**config.mk**
```make
export PLATFORM = sky130hd
export DESIGN_NAME = lms_window
export DESIGN_NICKNAME = d
export VERILOG_FILES = /design/src/lms_pkg.sv /design/src/lms_window.sv
export SDC_FILE = /design/constraint.sdc
export NUM_CORES = 1
export LEC_CHECK = 0
export BUFFER_PORTS_ARGS = -buffer_cell sky130_fd_sc_hd__buf_2
export CORE_MARGIN = 1
export CORE_UTILIZATION = 59
export DETAILED_ROUTE_END_ITERATION = 10
export MAX_ROUTING_LAYER = met4
export PLACE_DENSITY_LB_ADDON = 0.3
export SYNTH_ARGS = -nofsm -noshare
export SYNTH_HDL_FRONTEND = slang
export SYNTH_SLANG_ARGS = --single-unit
```
**constraint.sdc**
```tcl
create_clock -name clk -period 3.15 [get_ports clk]
set_clock_uncertainty 0.05 [all_clocks]
set_input_delay 0.315 -clock clk [delete_from_list [all_inputs] [get_ports clk]]
set_output_delay 0.315 -clock clk [all_outputs]
set_load 0.01 [all_outputs]
```
**src/lms_pkg.sv**
```systemverilog
// Shared types and constants for the 3x3 local-maximum suppression block.
// Depends on nothing; the sequencer, window and top files refer to it by scoped names.
package lms_pkg;

    // configuration register layout
    localparam int CFG_INDEX_BITS  = 1;
    localparam int CFG_DATA_BITS   = 13;
    localparam int CFG_WIDTH_BITS  = 11;
    localparam int CFG_HEIGHT_BITS = 13;

    localparam logic [CFG_INDEX_BITS-1:0] CFG_FRAME_WIDTH  = 1'b0;
    localparam logic [CFG_INDEX_BITS-1:0] CFG_FRAME_HEIGHT = 1'b1;

    localparam logic [CFG_WIDTH_BITS-1:0]  WIDTH_RESET  = 11'd640;
    localparam logic [CFG_HEIGHT_BITS-1:0] HEIGHT_RESET = 13'd480;

    // row geometry
    localparam int ROW_BITS = 12;
    localparam logic [CFG_HEIGHT_BITS-1:0] HEIGHT_MIN   = 13'd3;
    localparam logic [CFG_HEIGHT_BITS-1:0] HEIGHT_LIMIT = 13'd4096;

    // request function codes
    localparam logic FUNC_PIXEL = 1'b0;
    localparam logic FUNC_FLUSH = 1'b1;

    // per-request control decided at acceptance, held in the request stage and used as it moves on
    typedef struct packed {
        logic pixel;        // pixel request (else flush)
        logic emit_border;  // first column: emit last column from two rows back
        logic emit_center;  // emit window center
        logic suppress;     // center is interior, apply the 3x3 test
        logic flush_emit;   // flush with something pending
        logic flush_upper;  // flush value comes from the upper store
        logic frame_last;   // final pixel of the frame
    } lms_ctrl_t;

endpackage

```
**src/lms_window.sv**
```systemverilog
// 3x3 window columns, the local-maximum test and result selection.
// Uses lms_pkg for the stage control struct.
module lms_window #(
    parameter int MAG_BITS = 11
) (
    input  logic                clk,
    input  logic                rst_n,
    input  logic                step,
    input  lms_pkg::lms_ctrl_t  ctrl,
    input  logic [MAG_BITS-1:0] pix,
    input  logic [MAG_BITS-1:0] up_rd,
    input  logic [MAG_BITS-1:0] mid_rd,
    input  logic [MAG_BITS-1:0] up_last_rd,
    output logic                emit,
    output logic [MAG_BITS-1:0] value,
    output logic                last
);

    // column 1 and column 2 of the window; column 0 is never needed after a shift
    logic [MAG_BITS-1:0] col1_reg [3];
    logic [MAG_BITS-1:0] col2_reg [3];

    logic [MAG_BITS-1:0] center, center_val;
    logic                beaten;

    always_comb
    begin
        center = col2_reg[1];
        beaten = (center < up_rd) || (center < mid_rd) || (center < pix)
                 || (center < col2_reg[0]) || (center < col2_reg[2]);
        for (int i = 0; i < 3; i++)
        begin
            beaten = beaten || (center < col1_reg[i]);
        end
        center_val = (ctrl.suppress && beaten) ? '0 : center;
    end

    always_comb
    begin
        emit  = 1'b0;
        value = '0;
        last  = 1'b0;
        priority if (!ctrl.pixel)
        begin
            emit  = ctrl.flush_emit;
            value = ctrl.flush_upper ? up_last_rd : mid_rd;
            last  = ctrl.frame_last;
        end
        else if (ctrl.emit_border)
        begin
            emit  = 1'b1;
            value = up_last_rd;
        end
        else if (ctrl.emit_center)
        begin
            emit  = 1'b1;
            value = center_val;
        end
    end

    always_ff @(posedge clk or negedge rst_n)
    begin
        if (!rst_n)
        begin
            for (int i = 0; i < 3; i++)
            begin
                col1_reg[i] <= '0;
                col2_reg[i] <= '0;
            end
        end
        else if (step)
        begin
            for (int i = 0; i < 3; i++)
            begin
                col1_reg[i] <= col2_reg[i];
            end
            col2_reg[0] <= up_rd;
            col2_reg[1] <= mid_rd;
            col2_reg[2] <= pix;
        end
    end

endmodule

```
Word level (Yosys, flattened, before mapping)
Cells that the tools add are included.
{"block": "word_totals", "word_cells": 31, "in_bits": 54, "reg_bits": 66, "out_inout_bits": 13}
{"block": "classes", "muxes": 9, "n_lt_le_gt_ge": 8, "n_reduce_logical": 8}
{"cell": "11-bit less-than comparator", "n": 8}
{"cell": "11-bit 2-to-1 mux", "n": 5}
{"cell": "1-bit logical OR", "n": 7}
{"cell": "1-bit 2-to-1 mux", "n": 4}
{"cell": "1-bit logical AND", "n": 1}

Depth between registers and ports, before layout
Gate-level depths: netlist of the first run.
{"block": "logic_depth", "word_depth": 13, "depth_mapped": 10, "mapped_depth_nobuf": 9}

Worst setup path after synthesis of the first run
No wires, ideal clock.
{"block": "synth_path", "kind": "register to output", "start": "reg col2_reg, in the netlist center[8]", "end": "out value[7]", "slack_ps": 508, "path_stages_with_launch": 10, "arrival_ps": 2277, "n_path_buf": 1, "t_required_ps": 2785, "path_cell_list": "dfrtp_1 > ha_1 > a211oi_1 > o21a_1 > a221oi_2 > o211ai_1 > a2111oi_2 > o2111ai_1 > buf_6 > o21ai_1"}
{"block": "synth_between", "elab_chain_len": 13, "word_cells_on_any_way": 20, "classes_between": "8 x order compare; 4 x mux; 8 x reduce/logical"}
{"item": "from (decl)", "line_no": "lms_window.sv:21", "text": "logic [MAG_BITS-1:0] col2_reg [3];"}
{"item": "11-bit less-than comparator", "line_no": "lms_window.sv:29", "text": "beaten = (center < up_rd) || (center < mid_rd) || (center < pix)"}
{"item": "1-bit logical OR (2 in series)", "line_no": "lms_window.sv:29"}
{"item": "1-bit logical OR (2 in series)", "line_no": "lms_window.sv:30", "text": "|| (center < col2_reg[0]) || (center < col2_reg[2]);"}
{"item": "1-bit logical OR (2 in series)", "line_no": "lms_window.sv:33", "text": "beaten = beaten || (center < col1_reg[i]);"}
{"item": "1-bit logical OR *", "line_no": "lms_window.sv:33"}
{"item": "1-bit logical AND *", "line_no": "lms_window.sv:35", "text": "center_val = (ctrl.suppress && beaten) ? '0 : center;"}
{"item": "11-bit 2-to-1 mux *", "line_no": "lms_window.sv:35"}
{"item": "11-bit 2-to-1 mux *", "line_no": "lms_window.sv:54", "text": "else if (ctrl.emit_center)"}
{"item": "11-bit 2-to-1 mux *", "line_no": "lms_window.sv:49", "text": "else if (ctrl.emit_border)"}
{"item": "11-bit 2-to-1 mux *", "line_no": "lms_window.sv:43", "text": "priority if (!ctrl.pixel)"}
{"item": "to (decl)", "line_no": "lms_window.sv:15", "text": "output logic [MAG_BITS-1:0] value,"}
Every way passes the cells marked *; elsewhere a longest branch is shown, timed or not.

Worst setup path in the final report of the first run
{"block": "layout_path", "start": "reg col2_reg, in the netlist center[10]", "end": "out value[7]"}
The elaborated chain is that of the path after synthesis.

==> results of run 1 <==
## cell usage after synthesis (all sizes together) (2+ instances only)
cell type / n / share of area, %
inv: 84 / 6.6
o21ai: 87 / 9.6
clkbuf: 17 / 1.3
a21o: 12 / 1.9
o211ai: 3 / 0.47
a2111oi: 2 / 0.49
buf: 4 / 0.57
dfrtp: 66 / 34
nand3: 8 / 0.83
o21a: 5 / 0.78
a31oi: 13 / 1.7
nor2b: 4 / 0.52
nand2: 81 / 6.3
a211oi: 4 / 0.62
ha: 80 / 21
a21oi: 26 / 2.7
nor2: 8 / 0.62
a221oi: 2 / 0.49
o2111ai: 2 / 0.36
mux2: 16 / 3.7
mux2i: 10 / 2.1
nand2b: 5 / 0.65
nand4: 7 / 0.91
## what timing repair did
action,in CTS,in global routing
setup buffers,4,3
cloned,1,0
endpoints found under the hold margin,20,0
hold buffers,1,0
setup endpoints to repair,11,11
gates resized for setup,11,20
pin swaps,4,22
## per-stage QoR
step,util (%),std cells
4_1_cts,70.7,737
5_1_grt,72.4,740
3_5_place_dp,67.5,715
6_report,72.4,740
3_3_place_gp,67.5,715
2_1_floorplan,-,556
## worst reg2reg max path, cell delays in order (launching register included)
cell     delay (ns)
dfrtp_1        0.43
buf_6          0.15
buf_12         0.13
mux2_2         0.28
## logic make-up after synthesis
kind of cell	count (synthesis)
flip-flops	66
buffers and inverters	105
AO/OA/AOI/OAI	160
AND/OR/NAND/NOR	119
multiplexers	26
adder cells (fa/ha/maj)	80
## worst min path at each step
stage	startpoint	end	cells after the start
after floorplan	rst_n	center[0]$_DFFE_PN0P_	0
after global placement	rst_n	col1_reg[26]$_DFFE_PN0P_	1
after detailed placement	rst_n	col1_reg[27]$_DFFE_PN0P_	1
after CTS	pix[4]	col2_reg[4]$_DFFE_PN0P_	3
after global routing	up_rd[5]	col2_reg[27]$_DFFE_PN0P_	3
final	pix[4]	col2_reg[4]$_DFFE_PN0P_	3
## per-layer routing
layer	track usage, %	wire length [um]
met4	14.2	342
met1	37.5	5240
met5	-	0
met2	49.6	6060
met3	3.90	704
## layout make-up
type	count	area share (%)
clock buffers	9	2.19
clock inverters	7	0.952
inverters	84	5.58
multi-input cells	385	50.5
flip-flops and latches	66	29.4
well taps	102	2.26
repair buffers	87	9.14
## where the power goes
part	internal [uW]	switching (uW)	total (uW)
registers	938	78.3	1020
clock network	290	374	664
logic	348	444	792
==> flow_metrics.env, run 1 <==
export IMPL_async_reset_ff_share_pct=100
export IMPL_synthSimpleGateAreaFrac_pct=10.7
export IMPL_hold_viol=0
export IMPL_gp_congestion=0.914
export IMPL_syn_inst=556
export IMPL_critical_path_max_fanout=6
export IMPL_totalPowerFinal_uw=2470
export IMPL_routed_via_count=4252
export IMPL_overflow=0
export IMPL_worstSetupStartpoint="center[10]$_DFFE_PN0P_"
export IMPL_cp_arrival_ns=2.84
export IMPL_die_height_um=92.3
export IMPL_final_setup_viol_count=11
export IMPL_tightest_slew_ns=0.666
export IMPL_multiInputGateArea_mm2=0.00285
export IMPL_crit_chain="buf_4 > ha_4 > nand4_1 > nor2_1 > a31o_2 > o211ai_1 > a2111oi_2 > o2111ai_2 > buf_6 > o21ai_2 > buf_2"
export IMPL_core_area_mm2=0.00781
export IMPL_cpLargestDelayFamily="compound AO/OA/AOI/OAI gates"
export IMPL_htreeDepth=3
export IMPL_final_cell_mix="82 x inv_1, 81 x nand2_1, 75 x ha_1, 74 x o21ai_0, 65 x buf_2"
export IMPL_ys_seq_area_share_pct=34.3
export IMPL_nFillCells=584
export IMPL_reg2reg_to="center[8]$_DFFE_PN0P_"
export IMPL_rows=32
export IMPL_synth_top_family_by_area="adder cells"
export IMPL_peakVddDrop_uv=348
export IMPL_crit_cells=11
export IMPL_grt_pass1_wl_um=19500
export IMPL_dieArea_mm2=0.00852
export IMPL_netlist_area_mm2=0.00481
export IMPL_reg2reg_depth=3
export IMPL_path_clk_slew_ns=0.08
export IMPL_largest_register_ffs=33
export IMPL_vias_per_cell=5.75
export IMPL_ys_seq_elements=66
export IMPL_worst_setup_path_start_kind="flip-flop"
export IMPL_drt_iter0_drc=219
export IMPL_avgSynthCellArea_um2=8.65
export IMPL_max_freq_ghz=0.312
export IMPL_initial_core_util_pct=61.6
export IMPL_synth_compound_area_share_pct=19.8
export IMPL_power_density_mw_per_mm2=437
export IMPL_synth_edf_count=0
export IMPL_cts_made_buffers=9
export IMPL_place_hpwl_um=8580
export IMPL_path_class="flip-flop to primary output"
export IMPL_synth_mux_area_share_pct=5.83
export IMPL_gr_usage_all_layers_pct=30.4
export IMPL_root_buffer="clkbuf_8"
export IMPL_rrSetupSlack_ns=1.98
export IMPL_drc=0
export IMPL_ys_types=40
export IMPL_antenna_found_initial=0
export IMPL_design_area_mm2=0.00565
export IMPL_cts_buffer_depth=2
export IMPL_worstSkewPairLatency_ns=0.35
export IMPL_cts_tree="done"
export IMPL_placed_cell_area_mm2=0.00527
export IMPL_grt_max_degree=69
export IMPL_max_cap_violations=0
export IMPL_firstDrtPassIters=7
export IMPL_regArea_mm2=0.00166
export IMPL_period_needed_ns=3.20
export IMPL_routed_wl_um=12300
export IMPL_wl_per_cell_um=16.7
export IMPL_rsz0062_at_grt="true"
export IMPL_crit_end="value[7]"
export IMPL_tns_ns=-0.335
export IMPL_cts_sinks=66
export IMPL_synth_flop_cell="dfrtp_1"
export IMPL_synth_fp_nets=690
export IMPL_outcome="finished, violations left"
export IMPL_final_layout_size_suffix_gt1_share_pct=24.0
export IMPL_hold_path_class="primary input to flip-flop"
export IMPL_syn_to_final_growth_pct=17.5
export IMPL_n_antenna_cell=0
export IMPL_grt_pass1_vias=4150
export IMPL_synth_xor_area_share_pct=0
export IMPL_violations="negative setup slack"
export IMPL_worstPathRequired_ns=2.78
export IMPL_maxSlewViolCount=0
export IMPL_numPortBuffers=66
export IMPL_holdWs_ns=0.136
export IMPL_die_width_um=92.3
export IMPL_final_common_cell="inv_1"
export IMPL_critPathBufInv=3
export IMPL_final_nets=767
export IMPL_end_kind="primary output"
export IMPL_maxSlewHeadroom_pct=55.6
export IMPL_critical_path_max_stage_delay_ns=0.45
export IMPL_preCtsSetupSlack_ns=0.192
export IMPL_rr_startpoint="center[8]$_DFFE_PN0P_"
export IMPL_finalCritPeriodShare_pct=102
export IMPL_io_pins=67
export IMPL_power_leakage_uw=0.00290
export IMPL_cp_slowest_cell="dfrtp_2"
export IMPL_ant_nets=0
export IMPL_synthAdderAreaFrac_pct=20.8
export IMPL_yosys_warnings=0
export IMPL_setup_ws_ns=-0.0514
Note: power is estimated with default switching activity, not from simulation.
==> inputs of run 2 (changes only) <==
==> constraint.sdc (replaced) <==
create_clock -name clk -period 3.15 [get_ports clk]
set_clock_uncertainty 0.05 [all_clocks]
set_input_delay 0.63 -clock clk [delete_from_list [all_inputs] [get_ports clk]]
set_output_delay 0.63 -clock clk [all_outputs]
set_load 0.01 [all_outputs]
==> flow_metrics.env, run 2 (same netlist as run 1, synthesis figures left out) <==
export IMPL_outcome="finished, violations left"
export IMPL_violations="negative setup slack"
export IMPL_root_buffer="clkbuf_8"
export IMPL_worstPathRequired_ns=2.47
export IMPL_rows=32
export IMPL_cp_arrival_ns=2.82
export IMPL_drt_iter0_drc=340
export IMPL_max_cap_violations=0
export IMPL_antenna_found_initial=0
export IMPL_tightest_slew_ns=0.793
export IMPL_cts_sinks=66
export IMPL_drc=0
export IMPL_intPower_uw=1650
export IMPL_hold_path_class="primary input to async pin"
export IMPL_final_nets=790
export IMPL_vias_per_cell=5.97
export IMPL_final_util_pct=76.1
export IMPL_path_class="flip-flop to primary output"
export IMPL_grt_max_degree=84
export IMPL_setup_ws_ns=-0.349
export IMPL_p_comb_share_pct=35.4
export IMPL_final_layout_size_suffix_gt1_share_pct=27.7
export IMPL_worst_setup_path_start_kind="flip-flop"
export IMPL_rsz0062_at_grt="true"
export IMPL_peakVddDrop_uv=277
export IMPL_worstSkewPairLatency_ns=0.35
export IMPL_die_height_um=92.3
export IMPL_routed_via_count=4554
export IMPL_path_clk_slew_ns=0.08
export IMPL_seq_power_share_pct=38.6
export IMPL_period_needed_ns=3.50
export IMPL_syn_to_final_growth_pct=23.5
export IMPL_cts_hold_buf=0
export IMPL_wl_per_cell_um=17.3
export IMPL_overflow=0
export IMPL_maxSlewHeadroom_pct=47.1
export IMPL_routed_wl_um=13200
export IMPL_initial_core_util_pct=61.6
export IMPL_swShare_pct=36.2
export IMPL_design_area_mm2=0.00594
export IMPL_gp_congestion=0.938
export IMPL_grt_pass1_vias=4615
export IMPL_end_kind="primary output"
export IMPL_placed_cell_area_mm2=0.00542
export IMPL_pwr_share_clk_pct=26.0
export IMPL_max_freq_ghz=0.286
export IMPL_io_pins=67
export IMPL_htreeDepth=3
export IMPL_cts_buffer_depth=2
export IMPL_power_leakage_uw=0.00303
export IMPL_grt_pass1_wl_um=20900
export IMPL_cts_tree="done"
export IMPL_dieArea_mm2=0.00852
export IMPL_finalCritPeriodShare_pct=111
export IMPL_n_antenna_cell=0
export IMPL_place_hpwl_um=8950
export IMPL_final_setup_viol_count=11
export IMPL_firstDrtPassIters=5
export IMPL_final_cell_mix="83 x inv_1, 81 x nand2_1, 70 x ha_1, 68 x o21ai_0, 65 x buf_2"
export IMPL_critical_path_max_fanout=9
export IMPL_final_common_cell="inv_1"
export IMPL_power_density_mw_per_mm2=435
export IMPL_maxSlewViolCount=0
export IMPL_largest_register_ffs=33
export IMPL_worstSetupStartpoint="center[9]$_DFFE_PN0P_"
export IMPL_cts_made_buffers=9
export IMPL_ant_nets=0
export IMPL_numPortBuffers=66
export IMPL_core_area_mm2=0.00781
export IMPL_hold_viol=0
export IMPL_switching_power_uw=935
export IMPL_gr_usage_all_layers_pct=32.9
export IMPL_rr_startpoint="center[5]$_DFFE_PN0P_"
export IMPL_tns_ns=-3.02
export IMPL_nFillCells=537
export IMPL_die_width_um=92.3
run 2: final timing paths:
check | end | slack [ns] | depth (start not counted)
setup / recovery | value[9] | -0.35 | 11
hold / removal | col2_reg[32]$_DFFE_PN0P_ | 0.20 | 1
setup reg to reg | center[5]$_DFFE_PN0P_ | 1.93 | 3
hold reg to reg | col1_reg[3]$_DFFE_PN0P_ | 0.44 | 2
max in group asynchronous | center[6]$_DFFE_PN0P_ | 2.06 | 2
min in group clk | col2_reg[2]$_DFFE_PN0P_ | 0.44 | 3
run 2: critical path: stages, from the launching register on:
cell	delay [ns]
dfrtp_1	0.44
buf_6	0.15
buf_4	0.18
ha_1	0.28
nand2_1	0.08
nor2_2	0.13
o21ai_2	0.09
a2111oi_4	0.37
o2111ai_2	0.21
buf_6	0.20
o21ai_2	0.15
buf_2	0.18
run 2: final cells by class:
type,count,area [um2],share of cell area (%)
inverters,84,315,5.31
flip-flops and latches,66,1660,27.9
clock buffers,10,138,2.32
repair buffers,109,699,11.8
clock inverters,6,41.3,0.695
well taps,102,128,2.15
multi-input cells,386,2960,49.8
run 2: per-layer routing:
metal | routed length [um] | global-route usage [%] | share of wire (%) | vias up
met1 | 5140 | 36.5 | 39 | 2124
met3 | 885 | 5.80 | 6.7 | 90
met5 | 0 | - | 0 | -
li1 | - | - | - | 2123
met2 | 6420 | 55.7 | 49 | 217
met4 | 791 | 19.0 | 6.0 | 0
run 2: per-stage QoR:
| stage | hold slack (ns) | worst slack [ns] | total power (uW) | instances |
|---|---|---|---|---|
| floorplan | 0.284 | 0.193 | 1490 | 556 |
| global placement | 0.409 | -0.0943 | 1730 | 733 |
| detailed placement | 0.418 | -0.163 | 1780 | 733 |
| CTS | 0.219 | -0.262 | 2530 | 759 |
| global route | 0.245 | -0.434 | 2740 | 763 |
| finish | 0.200 | -0.349 | 2580 | 763 |
run 2: power groups by stage:
stage / clock network, uW / logic (uW) / registers (uW)
CTS: 676 / 848 / 1000
global route: 713 / 1020 / 1010
finish: 672 / 914 / 998
global placement: 0 / 716 / 1010
detailed placement: 0 / 763 / 1020
floorplan: 0 / 484 / 1010
run 2: what timing repair did:
item,in CTS,in global routing
endpoints found under the setup margin,11,11
cloned,2,0
resized for setup,39,9
setup buffers,9,4
pin swaps,23,5
