[config.mk]
export PLATFORM = sky130hd
export DESIGN_NAME = lms_sequencer
export DESIGN_NICKNAME = d
export VERILOG_FILES = /design/src/lms_pkg.sv /design/src/lms_sequencer.sv
export SDC_FILE = /design/constraint.sdc
export NUM_CORES = 1
export LEC_CHECK = 0
export ABC_AREA = 1
export BUFFER_PORTS_ARGS = -buffer_cell sky130_fd_sc_hd__buf_4
export CORE_AREA = 3 3 144 146
export CTS_CLUSTER_SIZE = 12
export DETAILED_ROUTE_END_ITERATION = 6
export DIE_AREA = 0 0 147 149
export PLACE_DENSITY_LB_ADDON = 0.12
export SLEW_MARGIN = 20
export SYNTH_ARGS = -nofsm -noshare
export SYNTH_HDL_FRONTEND = slang
export SYNTH_SLANG_ARGS = --single-unit
[constraint.sdc]
create_clock -name clk -period 15 [get_ports clk]
set_input_delay 0 -clock clk [delete_from_list [all_inputs] [get_ports clk]]
set_output_delay 0 -clock clk [all_outputs]
set_load 0.02 [all_outputs]
[src/lms_pkg.sv]
// Shared types and constants for the 3x3 local-maximum suppression block.
// Depends on nothing; the sequencer, window and top files refer to it by scoped names.
package lms_pkg;

    // configuration register layout
    localparam int CFG_INDEX_BITS  = 1;
    localparam int CFG_DATA_BITS   = 13;
    localparam int CFG_WIDTH_BITS  = 11;
    localparam int CFG_HEIGHT_BITS = 13;

    localparam logic [CFG_INDEX_BITS-1:0] CFG_FRAME_WIDTH  = 1'b0;
    localparam logic [CFG_INDEX_BITS-1:0] CFG_FRAME_HEIGHT = 1'b1;

    localparam logic [CFG_WIDTH_BITS-1:0]  WIDTH_RESET  = 11'd640;
    localparam logic [CFG_HEIGHT_BITS-1:0] HEIGHT_RESET = 13'd480;

    // row geometry
    localparam int ROW_BITS = 12;
    localparam logic [CFG_HEIGHT_BITS-1:0] HEIGHT_MIN   = 13'd3;
    localparam logic [CFG_HEIGHT_BITS-1:0] HEIGHT_LIMIT = 13'd4096;

    // request function codes
    localparam logic FUNC_PIXEL = 1'b0;
    localparam logic FUNC_FLUSH = 1'b1;

    // per-request control decided at acceptance, held in the request stage and used as it moves on
    typedef struct packed {
        logic pixel;        // pixel request (else flush)
        logic emit_border;  // first column: emit last column from two rows back
        logic emit_center;  // emit window center
        logic suppress;     // center is interior, apply the 3x3 test
        logic flush_emit;   // flush with something pending
        logic flush_upper;  // flush value comes from the upper store
        logic frame_last;   // final pixel of the frame
    } lms_ctrl_t;

endpackage

[src/lms_sequencer.sv]
// Configuration registers, raster counters, pending-pixel count and the
// request stage register. Uses lms_pkg for codes and the control struct.
module lms_sequencer #(
    parameter int MAX_WIDTH = 1024,
    parameter int MAG_BITS  = 11,
    localparam int COL_BITS  = $clog2(MAX_WIDTH),
    localparam int PEND_BITS = $clog2(MAX_WIDTH + 2)
) (
    input  logic                               clk,
    input  logic                               rst_n,
    input  logic                               cfg_we,
    input  logic [lms_pkg::CFG_INDEX_BITS-1:0] cfg_index,
    input  logic [lms_pkg::CFG_DATA_BITS-1:0]  cfg_data,
    input  logic                               accept,
    input  logic                               func,
    input  logic [MAG_BITS-1:0]                magnitude,
    input  logic                               advance,
    output logic [COL_BITS-1:0]                rd_col_addr,
    output logic [COL_BITS-1:0]                rd_last_addr,
    output logic [COL_BITS-1:0]                rd_mid_addr,
    output logic                               stage_valid,
    output lms_pkg::lms_ctrl_t                 stage_ctrl,
    output logic [MAG_BITS-1:0]                stage_pix,
    output logic [COL_BITS-1:0]                stage_col
);

    logic [lms_pkg::CFG_WIDTH_BITS-1:0]  frame_width_reg;
    logic [lms_pkg::CFG_HEIGHT_BITS-1:0] frame_height_reg;

    logic [COL_BITS-1:0]          col_count_reg, col_count_next;
    logic [lms_pkg::ROW_BITS-1:0] row_count_reg, row_count_next;
    logic [PEND_BITS-1:0]         pending_reg, pending_next;

    logic                 stage_valid_reg, stage_valid_next;
    lms_pkg::lms_ctrl_t   stage_ctrl_reg, stage_ctrl_next;
    logic [MAG_BITS-1:0]  stage_pix_reg;
    logic [COL_BITS-1:0]  stage_col_reg;

    logic [PEND_BITS-1:0]                w_used, w_plus1, pend_used;
    logic [lms_pkg::CFG_HEIGHT_BITS-1:0] h_used;
    logic [COL_BITS-1:0]                 col_used;
    logic [lms_pkg::ROW_BITS-1:0]        row_used;
    logic                                last_col, last_row, is_flush;

    // clamp geometry and counters
    always_comb
    begin
        priority if (32'(frame_width_reg) < 32'd3)
            w_used = PEND_BITS'(3);
        else if (32'(frame_width_reg) > 32'(MAX_WIDTH))
            w_used = PEND_BITS'(MAX_WIDTH);
        else
            w_used = PEND_BITS'(frame_width_reg);

        priority if (frame_height_reg < lms_pkg::HEIGHT_MIN)
            h_used = lms_pkg::HEIGHT_MIN;
        else if (frame_height_reg > lms_pkg::HEIGHT_LIMIT)
            h_used = lms_pkg::HEIGHT_LIMIT;
        else
            h_used = frame_height_reg;

        w_plus1 = w_used + PEND_BITS'(1);

        if (PEND_BITS'(col_count_reg) >= w_used)
            col_used = COL_BITS'(w_used - PEND_BITS'(1));
        else
            col_used = col_count_reg;

        if ({1'b0, row_count_reg} >= h_used)
            row_used = lms_pkg::ROW_BITS'(h_used - 13'd1);
        else
            row_used = row_count_reg;

        last_col  = (PEND_BITS'(col_used) + PEND_BITS'(1)) >= w_used;
        last_row  = ({1'b0, row_used} + 13'd1) >= h_used;
        pend_used = (pending_reg > w_plus1) ? w_plus1 : pending_reg;
        is_flush  = (func == lms_pkg::FUNC_FLUSH);
    end

    // per-request control and next state
    always_comb
    begin
        stage_ctrl_next.pixel       = !is_flush;
        stage_ctrl_next.emit_border = !is_flush && (col_used == '0)
                                      && (row_used >= 12'd2);
        stage_ctrl_next.emit_center = !is_flush && (col_used != '0)
                                      && (row_used != '0);
        stage_ctrl_next.suppress    = (row_used >= 12'd2) && (col_used >= COL_BITS'(2));
        stage_ctrl_next.flush_emit  = is_flush && (pend_used != '0);
        stage_ctrl_next.flush_upper = (pend_used == w_plus1);
        stage_ctrl_next.frame_last  = (pend_used == PEND_BITS'(1));

        col_count_next = col_count_reg;
        row_count_next = row_count_reg;
        pending_next   = pending_reg;
        if (accept)
        begin
            if (is_flush)
            begin
                if (pend_used != '0)
                    pending_next = pend_used - PEND_BITS'(1);
            end
            else
            begin
                pending_next = '0;
                if (last_col)
                begin
                    col_count_next = '0;
                    if (last_row)
                    begin
                        row_count_next = '0;
                        pending_next   = w_plus1;
                    end
                    else
                    begin
                        row_count_next = row_used + 12'd1;
                    end
                end
                else
                begin
                    col_count_next = col_used + COL_BITS'(1);
                    row_count_next = row_used;
                end
            end
        end

        if (accept)
            stage_valid_next = 1'b1;
        else if (advance)
            stage_valid_next = 1'b0;
        else
            stage_valid_next = stage_valid_reg;
    end

    always_ff @(posedge clk or negedge rst_n)
    begin
        if (!rst_n)
        begin
            frame_width_reg  <= lms_pkg::WIDTH_RESET;
            frame_height_reg <= lms_pkg::HEIGHT_RESET;
        end
        else if (cfg_we)
        begin
            unique case (cfg_index)
                lms_pkg::CFG_FRAME_WIDTH:
                    frame_width_reg <= cfg_data[lms_pkg::CFG_WIDTH_BITS-1:0];
                lms_pkg::CFG_FRAME_HEIGHT:
                    frame_height_reg <= cfg_data[lms_pkg::CFG_HEIGHT_BITS-1:0];
            endcase
        end
    end

    always_ff @(posedge clk or negedge rst_n)
    begin
        if (!rst_n)
        begin
            col_count_reg   <= '0;
            row_count_reg   <= '0;
            pending_reg     <= '0;
            stage_valid_reg <= 1'b0;
        end
        else
        begin
            col_count_reg   <= col_count_next;
            row_count_reg   <= row_count_next;
            pending_reg     <= pending_next;
            stage_valid_reg <= stage_valid_next;
        end
    end

    always_ff @(posedge clk)
    begin
        if (accept)
        begin
            stage_ctrl_reg <= stage_ctrl_next;
            stage_pix_reg  <= magnitude;
            stage_col_reg  <= col_used;
        end
    end

    assign rd_col_addr  = col_used;
    assign rd_last_addr = COL_BITS'(w_used - PEND_BITS'(1));
    assign rd_mid_addr  = is_flush ? COL_BITS'(w_used - pend_used) : col_used;

    assign stage_valid = stage_valid_reg;
    assign stage_ctrl  = stage_ctrl_reg;
    assign stage_pix   = stage_pix_reg;
    assign stage_col   = stage_col_reg;

endmodule

## Word-level counts from Yosys, hierarchy flattened

Cells that the tools add are included.

- Output and inout bits: 59
- Memories: 0
- Bits in latches: 0
- Word-level logic and storage cells: 73
- Bits of input ports: 31
- RAM bits: 0
- Bits in registers: 86
- Memory bits (read-only): 0

- Div/mod/pow operators: 0
- Magnitude comparators: 11
- Muxes and demuxes: 17
- Bitwise gates (word level): 2
- Add/sub/neg operators: 9
- Shifts and indexed selects: 0
- Reduce and logical (&&, ||, !) cells: 16
- Multiply operators: 0
- Equal/unequal tests: 3

Operators by type and width:

| operator | number |
|---|---|
| 11-bit two-way mux | 7 |
| 12-bit two-way mux | 3 |
| 10-bit two-way mux | 3 |
| 13-bit two-way mux | 2 |
| 12-bit by 1-bit adder with 13-bit output, second input constant | 1 |
| 12-bit by 13-bit greater-or-equal comparator with 1-bit output | 1 |
| 13-bit greater-or-equal comparator | 1 |
| 13-bit > comparator, second input constant | 1 |
| 13-bit by 2-bit less-than comparator with 1-bit output, second input constant | 1 |
| 12-bit by 1-bit adder with 12-bit output, second input constant | 1 |
| 12-bit by 2-bit greater-or-equal comparator with 1-bit output, second input constant | 1 |
| 12-bit nonzero test | 1 |
| 12-bit by 1-bit subtractor with 12-bit output, second input constant | 1 |
| 10-bit by 1-bit adder with 11-bit output, second input constant | 1 |
| 11-bit by 1-bit adder with 11-bit output, second input constant | 1 |
| 11-bit by 1-bit == test with 1-bit output, second input constant | 1 |
| 11-bit == test | 1 |
| 10-bit by 11-bit greater-or-equal comparator with 1-bit output | 1 |
| 11-bit greater-or-equal comparator | 1 |
| 11-bit > comparator | 1 |
| 11-bit > comparator, second input constant | 1 |
| 11-bit by 2-bit less-than comparator with 1-bit output, second input constant | 1 |
| 11-bit nonzero test | 1 |
| 11-bit by 1-bit subtractor with 11-bit output, second input constant | 1 |
| 13 further kinds | 23 |

## Depth between registers and ports, before layout

Gate-level depths: netlist of run 1.

- Word-level depth: 10
- Gate-level depth with buffers: 41

## Worst setup path before layout of run 1

No wires, ideal clock.

- Path kind: register to output
- Start point: register frame_width_reg[6] in the netlist's numbering
- End point: output rd_mid_addr[8]
- Path buffers: 1
- Setup slack: 9.679 ns
- Required time: 15.000 ns
- Stages on the path, launching flop included: 36
- Arrival: 5.321 ns
- Cells stage by stage: dfrtp_1 or2_0 nor2_1 nand2_2 nand2_8 nand2_2 nand2_4 ha_1 inv_1 nor2_1 nand3_4 nor2_2 nand2_2 o21ai_4 inv_1 ha_1 nand2_1 nor2_1 and2_1 nand2_1 nand3_1 nand2_2 buf_2 o21ai_1 ha_1 inv_1 fa_1 nand3_1 nand2_1 a21oi_1 o21ai_0 inv_1 o21ai_0 a21oi_1 xor2_1 o21ai_0

- Longest elaborated chain between the ends: 8

Ends and longest elaborated chain:

| item | RTL line | RTL |
|---|---|---|
| from (decl) | lms_sequencer.sv:27 | `logic [lms_pkg::CFG_WIDTH_BITS-1:0] frame_width_reg;` |
| from (signal assigned) | lms_sequencer.sv:139 | `frame_width_reg <= lms_pkg::WIDTH_RESET;` |
| from (signal assigned) | lms_sequencer.sv:146 | `frame_width_reg <= cfg_data[lms_pkg::CFG_WIDTH_BITS-1:0];` |
| 11-bit > comparator | lms_sequencer.sv:50 | `else if (32'(frame_width_reg) > 32'(MAX_WIDTH))` |
| 11-bit two-way mux | lms_sequencer.sv:50 |  |
| 11-bit two-way mux * | lms_sequencer.sv:48 | `priority if (32'(frame_width_reg) < 32'd3)` |
| 11-bit by 1-bit adder with 11-bit output | lms_sequencer.sv:62 | `w_plus1 = w_used + PEND_BITS'(1);` |
| 11-bit > comparator | lms_sequencer.sv:76 | `pend_used = (pending_reg > w_plus1) ? w_plus1 : pending_reg;` |
| 11-bit two-way mux | lms_sequencer.sv:76 |  |
| 10-bit subtractor | lms_sequencer.sv:183 | `assign rd_mid_addr = is_flush ? COL_BITS'(w_used - pend_used) : col_used;` |
| 10-bit two-way mux * | lms_sequencer.sv:183 |  |
| to (decl) | lms_sequencer.sv:20 | `output logic [COL_BITS-1:0] rd_mid_addr,` |

Mark *: on every way between the ends. The rest lies on a longest branch, timed or not.

## Worst setup path after layout of run 1

Same ends and word-level chain as after synthesis.

==> results of run 1 <==
per-layer routing:
| layer | GRT usage (%) | wire [um] |
|---|---|---|
| met1 | 29.7 | 11000 |
| met5 | 0 | 0 |
| met2 | 35.1 | 10400 |
| met3 | 3.77 | 1480 |
| met4 | 5.55 | 366 |
cell usage in the layout (no fill, tap or decap), types with 9 or more instances in the layout:
cell type | netlist | routed
edfxtp_1 | 28 | 28
a21oi_1 | 39 | 39
buf_4 | 1 | 90
nor2_1 | 94 | 94
nand2_1 | 329 | 329
nor3_1 | 9 | 9
ha_1 | 77 | 77
nor2_2 | 10 | 10
inv_1 | 145 | 145
clkbuf_16 | 0 | 9
nand4_1 | 17 | 17
dfrtp_1 | 52 | 52
inv_2 | 14 | 14
o21ai_0 | 73 | 73
xor2_1 | 9 | 9
dlygate4sd3_1 | 0 | 26
o21ai_1 | 13 | 13
nand2_2 | 21 | 21
nand3_1 | 71 | 71
how the worst max path moves through the flow:
stage	from	endpoint	slack, ns	cells past startpoint
after floorplan	frame_width_reg[6]	rd_mid_addr[8]	9.68	35
after global placement	frame_width_reg[6]	rd_mid_addr[8]	8.89	35
after detailed placement	frame_width_reg[6]	rd_mid_addr[8]	8.91	35
after CTS	frame_width_reg[3]	rd_mid_addr[8]	8.50	36
after global routing	frame_width_reg[6]	rd_mid_addr[8]	7.82	35
final	frame_width_reg[6]	rd_mid_addr[8]	8.43	35
area by class of cell:
class	count	area (um^2)
Inverter	162	609
Tap cell	265	332
Clock buffer	9	225
Multi-Input combinational cell	848	4780
Fill cell	1991	10200
Sequential cell	86	2300
Clock inverter	7	104
Timing Repair Buffer	116	936
report_power, final:
group	leakage [nW]	total (mW)	internal (mW)	switching [mW]
logic	3.62	1.65	0.574	1.07
clock network	0.155	0.255	0.148	0.107
registers	0.994	0.370	0.318	0.0515
total	4.77	2.27	1.04	1.23
cell families after synthesis:
kind of cell	count (synthesis)	synth area share [%]
xor+xnor	18	2.12
simple gates	586	33.8
compound gates	166	12.8
buf+inv	179	9.11
flops	86	29.5
fa+ha+maj	78	12.6
worst max-delay path: cells and delay by family (launching register included):
family | cells | cell delay, ns
AND/OR/NAND/NOR | 18 | 2.51
AO/OA/AOI/OAI | 7 | 1.33
adder cells (fa/ha/maj) | 4 | 1.20
buffers and inverters | 5 | 0.51
flip-flops | 1 | 0.47
XOR/XNOR | 1 | 0.16
==> key figures, run 1 <==
Clocking
  • Clk_lat worst skew: ~0.36 ns
  • Hold-fix buffers, CTS: 26
  • H-Tree Depth: 3
  • Bufs on Longest Clock Path: 2
  • Setup Buffers After CTS: 0
  • Post-cts sizing count: 0
  • Num CTS Buffers: 9
  • Clock sink count: between 80 and 90
  • Root buffer cell: clkbuf_16
  • TritonCTS clock tree: built
  • Worst-path clk slew: 0.07 ns

STA
  • Max-slew violation count: 0
  • Hold slack: between 0.08 and 0.09 ns
  • Final hold vios: 0
  • Crit share post-route: roughly 44%
  • RSZ-0062 raised after global routing: no
  • Slew HR: 45.9%
  • F_max: 152 MHz
  • Clock skew: about 0.014 ns
  • Endpoints failing setup: 0
  • Fin worst setup slack: about 8.4 ns
  • Final min period: ~6.6 ns
  • Setup TNS: 0 ns
  • Least-Margin Pin Slew: 0.812 ns

Placement
  • Post-DP HPWL: ~18000 um
  • Dpl ws: a little under 9 ns
  • I/O Buffers: 89
  • GPL Wtd Cong: ~0.95
  • Placed cell area: approximately 0.0087 mm^2
  • Dpl cells: around 1500

Route
  • Routed wire length: between 20000 and 25000 um
  • DRC: 0
  • Via Count: approximately 7500
  • Drt pass-1 iters: 5
  • 1st-iter DRT viols: 424
  • Avg WL per Cell: between 15 and 20 um
  • Antenna Nets Post-Route: 0
  • Vias per inst: between 5 and 6

Critical path
  • Startpoint types: flip-flop
  • Worst reg-to-reg path cell count: 31
  • R2r setup slk: 8.99 ns
  • Reg-to-Reg End: row_count_reg[0]
  • Crit. End Element: primary output
  • CP max stage cell: o21ai_1
  • FF-to-FF Start: frame_width_reg[6]
  • WS Path Type: reg2out
  • Largest stage delay, worst path: about 0.54 ns
  • Worst Path Required: around 15 ns
  • CP Max Fanout: 13
  • Worst EP arrival: 6.57 ns

Floorplan
  • FP Rows: just over 50
  • Die Height: between 100 and 150 um
  • Io pins: 90
  • Initial core utilization: approximately two fifths
  • Die area: around 0.022 mm^2
  • Chip width: approximately 150 um
  • Core Area: between 0.015 and 0.02 mm^2

Worst hold path
  • Hold Path Depth: 1
  • Worst hold path type: in2reg
  • Endpoint, Worst Hold: stage_ctrl[1]
  • HP Start: accept

Finish
  • Final Util: a little under half
  • Area delta synth->final: 19.2%
  • Layout cells sized above 1: ~16%
  • Fin nets: 1332
  • Largest register FFs: 13
  • Ant diodes: 0
  • Finished Cell Area: 0.00929 mm^2
  • Final Non-Filler Cells: 1493

Power
  • Leak: roughly 4.8 nW
  • VDD IR-drop max: between 0.00007 and 0.00008 V
  • Total power: 2.27 mW
  • Pwr dens: between 200 and 250 mW/mm^2

Synth
  • Yosys warns: 0
  • Main synth FF type: dfrtp_1
  • Seq cells post-synth: 86
  • Mapped Cells: 1113
  • Asr flop ratio synth: 67.4%
  • Post-synth top cells: nand2_1 (329), inv_1 (145), nor2_1 (94), ha_1 (77), o21ai_0 (73)
  • Largest cells by area after synthesis: dfrtp_1 (17%), nand2_1 (16%), ha_1 (12%)
  • Synth Net Count: about 1200
  • Mapped Area: 0.00779 mm^2
  • Sequential fraction of the synthesis area: 29.5%
  • Synth top area share: between 10% and 20%
  • Number of flops mapped to enable cells by yosys: 28
  • Syn Area/Cell: between 6 and 7 um^2
  • Most frequent cell after synthesis: nand2_1
  • Distinct cells, synth: 55
  • Post-synth top area cell: dfrtp_1

Global routing
  • Gr ovfl total: 0
  • Initial antenna violation count: 0
  • Number of global-route vias before repair: roughly 7000
  • Largest net degree at the start of global routing: just under 60
  • First-pass GRT wire length: ~38000 um
  • GRT Resource Usage Total: 21.5%

Flow run
  • Number of max-cap violations: 0

Outcome
  • Outcome: finished, final reports clean
Power figures use the tool's default switching activity.
==> inputs of run 2 (changes only) <==
clock period = 5.64 ns   (was 15 ns; I/O delays follow)
==> run 2 against run 1 <==
Net effect: first-iteration DRC count grew 14%; sequential power rose to 2.7 times the previous value; wire length is 3.9% higher; count of clock-buffer cells in the layout is the same; final cell count up 4.5%; non-clock buffer count is 66 higher; die area did not move; clock power grew 140%; combinational power rose to 2.9 times the previous value.
==> key figures, run 2 (synthesis gave the netlist of run 1 again) <==
Clocking
  • H-Tree Depth: 3 (unchanged)
  • Num CTS Buffers: 9 (unchanged)
  • Root buffer cell: clkbuf_16
  • Clock sink count: 86 (unchanged)
  • Worst-path clk slew: 0.07 ns (about the same)
  • TritonCTS clock tree: built
  • Clk_lat worst skew: 0.35 ns (about the same)
  • Bufs on Longest Clock Path: 2 (unchanged)

Route
  • Routed wire length: 24200 um (+3.9%)
  • Avg WL per Cell: 15.5 um (-0.57%)
  • Vias per inst: 4.99 (-1.3%)
  • DRC: 0 (unchanged)
  • Via Count: 7782 (+3.1%)
  • 1st-iter DRT viols: 483 (+14%)
  • Antenna Nets Post-Route: 0 (unchanged)
  • Drt pass-1 iters: 5 (unchanged)

Finish
  • Finished Cell Area: 0.00988 mm^2 (+6.4%)
  • Most frequent cells in the layout: nand2_1 (324), buf_4 (156), inv_1 (143)
  • Largest register FFs: 13 (unchanged)
  • Ant diodes: 0 (unchanged)
  • Multi-input gate area: 0.00490 mm^2 (+2.5%)
  • Final Util: 50.6% (+3.1 points)
  • Fillcell total: 1958 (-1.7%)
  • Register area: 0.00230 mm^2 (+0.22%)
  • Fin nets: 1399 (+5.0%)
  • Area delta synth->final: 26.9%
  • Commonest non-fill, non-tap cell in the layout: nand2_1
  • Layout cells sized above 1: 22.3% (+6.3 points)

Flow run
  • Number of max-cap violations: 0 (unchanged)

STA
  • Endpoints failing setup: 0 (unchanged)
  • Crit share post-route: ~93%
  • Final hold vios: 0 (unchanged)
  • Slew HR: 45.9% (about the same)
  • F_max: between 150 and 200 MHz
  • Setup TNS: 0 ns (unchanged)
  • Final min period: around 5.3 ns
  • Least-Margin Pin Slew: 0.812 ns (-0.000175 ns)
  • Max-slew violation count: 0 (unchanged)
  • Clock skew: 0.00811 ns (-0.00610 ns)

Power
  • Total power: 6.42 mW (+180%)
  • Part of the power in registers: 15.3% (-1.0 points)
  • Int Power: 3.04 mW (+190%)
  • Comb pwr share: 75.2% (+2.7 points)
  • Share of total power in the clock network: 9.5% (-1.7 points)
  • Switching pwr: 3.38 mW (+170%)
  • Pwr dens: 649 mW/mm^2 (+170%)
  • VDD IR-drop max: 0.000233 V (+200%)
  • Leak: 5.07 nW (+6.3%)
  • Switch share: 52.7% (-1.5 points)

Critical path
  • Reg-to-Reg End: row_count_reg[10]
  • Worst EP arrival: 5.27 ns (-1.30 ns)
  • Worst Path Required: 5.64 ns (-9.36 ns)
  • CP Max Fanout: 5 (-8)
  • R2r setup slk: 0.56 ns (-8.43 ns)
  • Critical path's most frequent cell: inv_1
  • Crit. End Element: primary output
  • Worst reg-to-reg path cell count: 30 (-3.2%)
  • CP max stage cell: dfrtp_1
  • Startpoint types: flip-flop
  • Worst setup path startpoint: frame_width_reg[5]
  • FF-to-FF Start: frame_width_reg[5]
  • WS Path Type: reg2out
  • Largest stage delay, worst path: 0.42 ns (-0.12 ns)

Placement
  • GPL Wtd Cong: 0.922 (-3.0%)
  • Placed cell area: 0.00898 mm^2 (+3.3%)
  • I/O Buffers: 89 (unchanged)
  • Post-DP HPWL: 19000 um (+2.9%)

Floorplan
  • FP Rows: 51 (unchanged)
  • Initial core utilization: 39.9% (unchanged)
  • Die area: 0.0219 mm^2 (unchanged)
  • Core Area: 0.0195 mm^2 (unchanged)
  • Die Height: 149 um (unchanged)
  • Chip width: 147 um (unchanged)
  • Io pins: 90 (unchanged)

Global routing
  • Initial antenna violation count: 0 (unchanged)
  • Number of global-route vias before repair: 7378 (+4.8%)
  • Gr ovfl total: 0 (unchanged)
  • Largest net degree at the start of global routing: 59 (unchanged)
  • GRT Resource Usage Total: 22.1% (+0.60 points)
  • First-pass GRT wire length: 38700 um (+2.8%)

Worst hold path
  • HP Start: accept
  • Worst hold path type: in2reg
  • Endpoint, Worst Hold: stage_ctrl[1]
  • Hold Path Depth: 1 (unchanged)

Outcome
  • Outcome: finished, final reports clean
[run 2: cell types whose count changed in the layout (fill, tap and decap cells not counted), sizes merged]
cell,delta
bufinv,-1
inv,-1
buf,+66
clkinvlp,+2
nand2,+1
[run 2: timing repair]
action                                  CTS  global route
setup buffers                             0            28
hold buffers                             26             0
pin swaps                                 0            20
cloned                                    0             1
endpoints found under the hold margin    88             0
gates resized for setup                   5            34
endpoints found under the setup margin    4            28
[run 2: through the flow]
stage / setup WS [ns] / hold WS, ns / cells
after global placement: 0.219 / 0.119 / 1489
after floorplan: 0.319 / -0.296 / 1113
after CTS: 0.0189 / 0.0977 / 1531
after detailed placement: 0.153 / 0.127 / 1489
after global routing: -0.0412 / 0.108 / 1560
final: 0.370 / 0.0941 / 1560
[run 2: per-layer routing]
metal  part of all wire, %  up-vias  wire length (um)  GRT usage, %
li1                      -     3981                 -             -
met1                    47     3546             11500          30.2
met2                    45      222             10900          36.8
met3                   5.5       33              1320          3.49
met4                   1.9        0               454          5.68
met5                     0        -                 0             0
[run 2: how the worst max path moves through the flow]
stage	to	slack (ns)	depth (start not counted)
6_report	rd_mid_addr[8]	0.37	34
5_1_grt	rd_mid_addr[8]	-0.04	35
4_1_cts	rd_mid_addr[8]	0.02	35
3_5_place_dp	rd_mid_addr[8]	0.15	36
3_3_place_gp	row_count_reg[9]	0.22	33
2_1_floorplan	rd_mid_addr[8]	0.32	35
[run 2: cell type report]
cell class / count / area share [%]
timing repair buffer: 182 / 14.5
tap: 265 / 3.35
clock inverter: 7 / 0.722
sequential: 86 / 23.3
multi-input combinational: 849 / 49.6
clock buffer: 9 / 2.28
inverter: 162 / 6.27
[run 2: power groups by stage]
stage	Sequential (mW)	Clock [mW]	Combinational [mW]
finish	0.981	0.612	4.82
global route	0.999	0.656	5.43
CTS	0.984	0.632	4.54
detailed placement	0.993	0	4.50
global placement	0.994	0	4.48
floorplan	1.01	0	3.09
[run 2: critical path: cells and delay by family (launching register included)]
kind | cells | cell delay (ns)
flops | 1 | 0.42
simple gates | 16 | 1.80
compound gates | 8 | 1.02
buf+inv | 5 | 0.48
xor+xnor | 1 | 0.18
fa+ha+maj | 4 | 1.03
==> inputs of run 3 (changes only) <==
PLACE_DENSITY = 0.59   (was default)
PLACE_DENSITY_LB_ADDON = default   (was 0.12)
==> run 3 against run 2 <==
Net effect: largest cell class unchanged; final cell count shrank 0.77%; sequential share of layout area grew 0.074 points; register-to-register slack lost 0.05 ns; highest routed layer unchanged.
==> key figures, run 3 (synthesis gave the netlist of run 1 again) <==
Floorplan
  • Chip width: 147 um (unchanged)
  • Core Area: 0.0195 mm^2 (unchanged)
  • Initial core utilization: 39.9% (unchanged)
  • Io pins: 90 (unchanged)
  • Die Height: 149 um (unchanged)
  • FP Rows: 51 (unchanged)
  • Die area: 0.0219 mm^2 (unchanged)

Power
  • Part of the power in registers: 15.2% (about the same)
  • Comb pwr share: 75.6% (+0.4 points)
  • Switch share: 53.4% (+0.78 points)
  • Int Power: 3.00 mW (-1.3%)
  • Share of total power in the clock network: 9.2% (-0.3 points)
  • Total power: 6.44 mW (+0.39%)
  • Pwr dens: 654 mW/mm^2 (+0.71%)
  • Leak: 5.02 nW (-1.0%)
  • VDD IR-drop max: 0.000254 V (+8.8%)
  • Switching pwr: 3.44 mW (+1.9%)

Global routing
  • Initial antenna violation count: 0 (unchanged)
  • First-pass GRT wire length: 38100 um (-1.7%)
  • Largest net degree at the start of global routing: 59 (unchanged)
  • Gr ovfl total: 0 (unchanged)
  • GRT Resource Usage Total: 21.6% (-0.49 points)
  • Number of global-route vias before repair: 7422 (+0.60%)

Critical path
  • Worst Path Required: 5.64 ns (about the same)
  • CP bufs+invs: 5 (unchanged)
  • CP max stage cell: dfrtp_2
  • Cell family with most CP delay: simple AND/OR/NAND/NOR gates
  • CP Max Fanout: 7 (+2)
  • WS Path Type: reg2out
  • Largest stage delay, worst path: 0.42 ns (about the same)
  • Crit. End Element: primary output
  • Worst EP arrival: 5.34 ns (+0.07 ns)
  • Startpoint types: flip-flop

Clocking
  • TritonCTS clock tree: built
  • Clk_lat worst skew: 0.36 ns (about the same)
  • Num CTS Buffers: 9 (unchanged)
  • Root buffer cell: clkbuf_16
  • Clock sink count: 86 (unchanged)
  • Worst-path clk slew: 0.07 ns (about the same)
  • H-Tree Depth: 3 (unchanged)
  • Bufs on Longest Clock Path: 2 (unchanged)

STA
  • Clock skew: 0.0191 ns (+0.0110 ns)
  • Final hold vios: 0 (unchanged)
  • Setup TNS: 0 ns (unchanged)
  • Slew HR: 46.6% (+0.70 points)
  • Final min period: 5.34 ns (+0.0685 ns)
  • Least-Margin Pin Slew: 0.802 ns (-0.0104 ns)
  • F_max: 187 MHz (-1.3%)
  • RSZ-0062 raised after global routing: yes
  • Endpoints failing setup: 0 (unchanged)
  • Crit share post-route: 94.7% (+1.2 points)
  • Max-slew violation count: 0 (unchanged)

Finish
  • Fillcell total: 1970 (+0.61%)
  • Commonest non-fill, non-tap cell in the layout: nand2_1
  • Most frequent cells in the layout: nand2_1 (325), inv_1 (143), buf_4 (143)
  • Layout cells sized above 1: 22.3% (-0.025 points)
  • Ant diodes: 0 (unchanged)
  • Fin nets: 1387 (-0.86%)
  • Register area: 0.00230 mm^2 (unchanged)
  • Largest register FFs: 13 (unchanged)
  • Area delta synth->final: 26.5%
  • Multi-input gate area: 0.00496 mm^2 (+1.3%)

Route
  • Vias per inst: 5.06 (+1.4%)
  • Routed met2 length: 10800 um (-0.95%)
  • WL met1: 11200 um (-2.6%)
  • Metal3 WL: 1610 um (+22%)
  • Via Count: 7831 (+0.63%)
  • 1st-iter DRT viols: 459 (-5.0%)
  • Highest metal used: met4
  • Routed wire length: 24000 um (-0.58%)
  • Avg WL per Cell: 15.5 um (+0.19%)
  • DRC: 0 (unchanged)
  • Drt pass-1 iters: 5 (unchanged)
  • Antenna Nets Post-Route: 0 (unchanged)

Placement
  • I/O Buffers: 89 (unchanged)
  • GPL Wtd Cong: 0.907 (-1.7%)
  • Post-DP HPWL: 18700 um (-1.3%)

Flow run
  • Number of max-cap violations: 0 (unchanged)

Worst hold path
  • Worst hold path type: in2reg

Outcome
  • Outcome: finished, final reports clean
==> run 3: changes by cell type in the layout (fill, tap and decap cells not counted), sizes merged <==
cell	before	now
buf	156	144
clkinvlp	4	2
clkinv	3	6
bufinv	1	0
==> run 3: path summary, 6_finish.rpt <==
kind	cells past startpoint	from	slack [ns]	end
max	34	frame_width_reg[5]	0.30	rd_mid_addr[8]
min	1	accept	0.09	stage_ctrl[1]
max reg2reg	31	frame_width_reg[7]	0.51	row_count_reg[0]
min reg2reg	2	frame_height_reg[10]	0.49	frame_height_reg[10]
max in group asynchronous	2	rst_n	4.79	frame_width_reg[0]
min in group asynchronous	2	rst_n	0.24	pending_reg[4]
==> run 3: metal layers <==
layer	up-vias	GRT usage [%]
met4	0	5.64
li1	3957	-
met5	-	0
met2	263	35.8
met3	32	3.83
met1	3579	29.4
==> run 3: power by group through the flow <==
stage | clock network (mW) | registers, mW | logic, mW
floorplan | 0 | 1.01 | 3.09
global placement | 0 | 0.992 | 4.44
detailed placement | 0 | 0.992 | 4.47
CTS | 0.604 | 0.981 | 4.53
global route | 0.624 | 1.00 | 5.43
finish | 0.592 | 0.982 | 4.87
==> run 3: cell type report <==
cell class / instances / share of cell area (%)
Sequential cell: 86 / 23.4
Tap cell: 265 / 3.37
Inverter: 162 / 6.24
Timing Repair Buffer: 170 / 13.7
Clock inverter: 7 / 0.584
Multi-Input combinational cell: 849 / 50.4
Clock buffer: 9 / 2.29
==> run 3: metrics by stage <==
stage	hold slack [ns]	instance area (um^2)	util, %	setup slack (ns)	std cells
3_5_place_dp	0.117	8960	45.9	0.142	1486
6_report	0.0916	9850	50.5	0.302	1548
2_1_floorplan	-0.296	7790	-	0.319	1113
5_1_grt	0.112	9850	50.5	-0.0662	1548
4_1_cts	0.0972	9520	48.7	0.0211	1528
3_3_place_gp	0.119	8960	45.9	0.258	1486
==> run 3: what timing repair did <==
item,CTS,global route
pin swaps,0,14
setup endpoints to repair,3,33
cloned,0,1
hold buffers,26,0
gates resized for setup,5,44
hold endpoints to repair,88,0
setup buffers,0,19
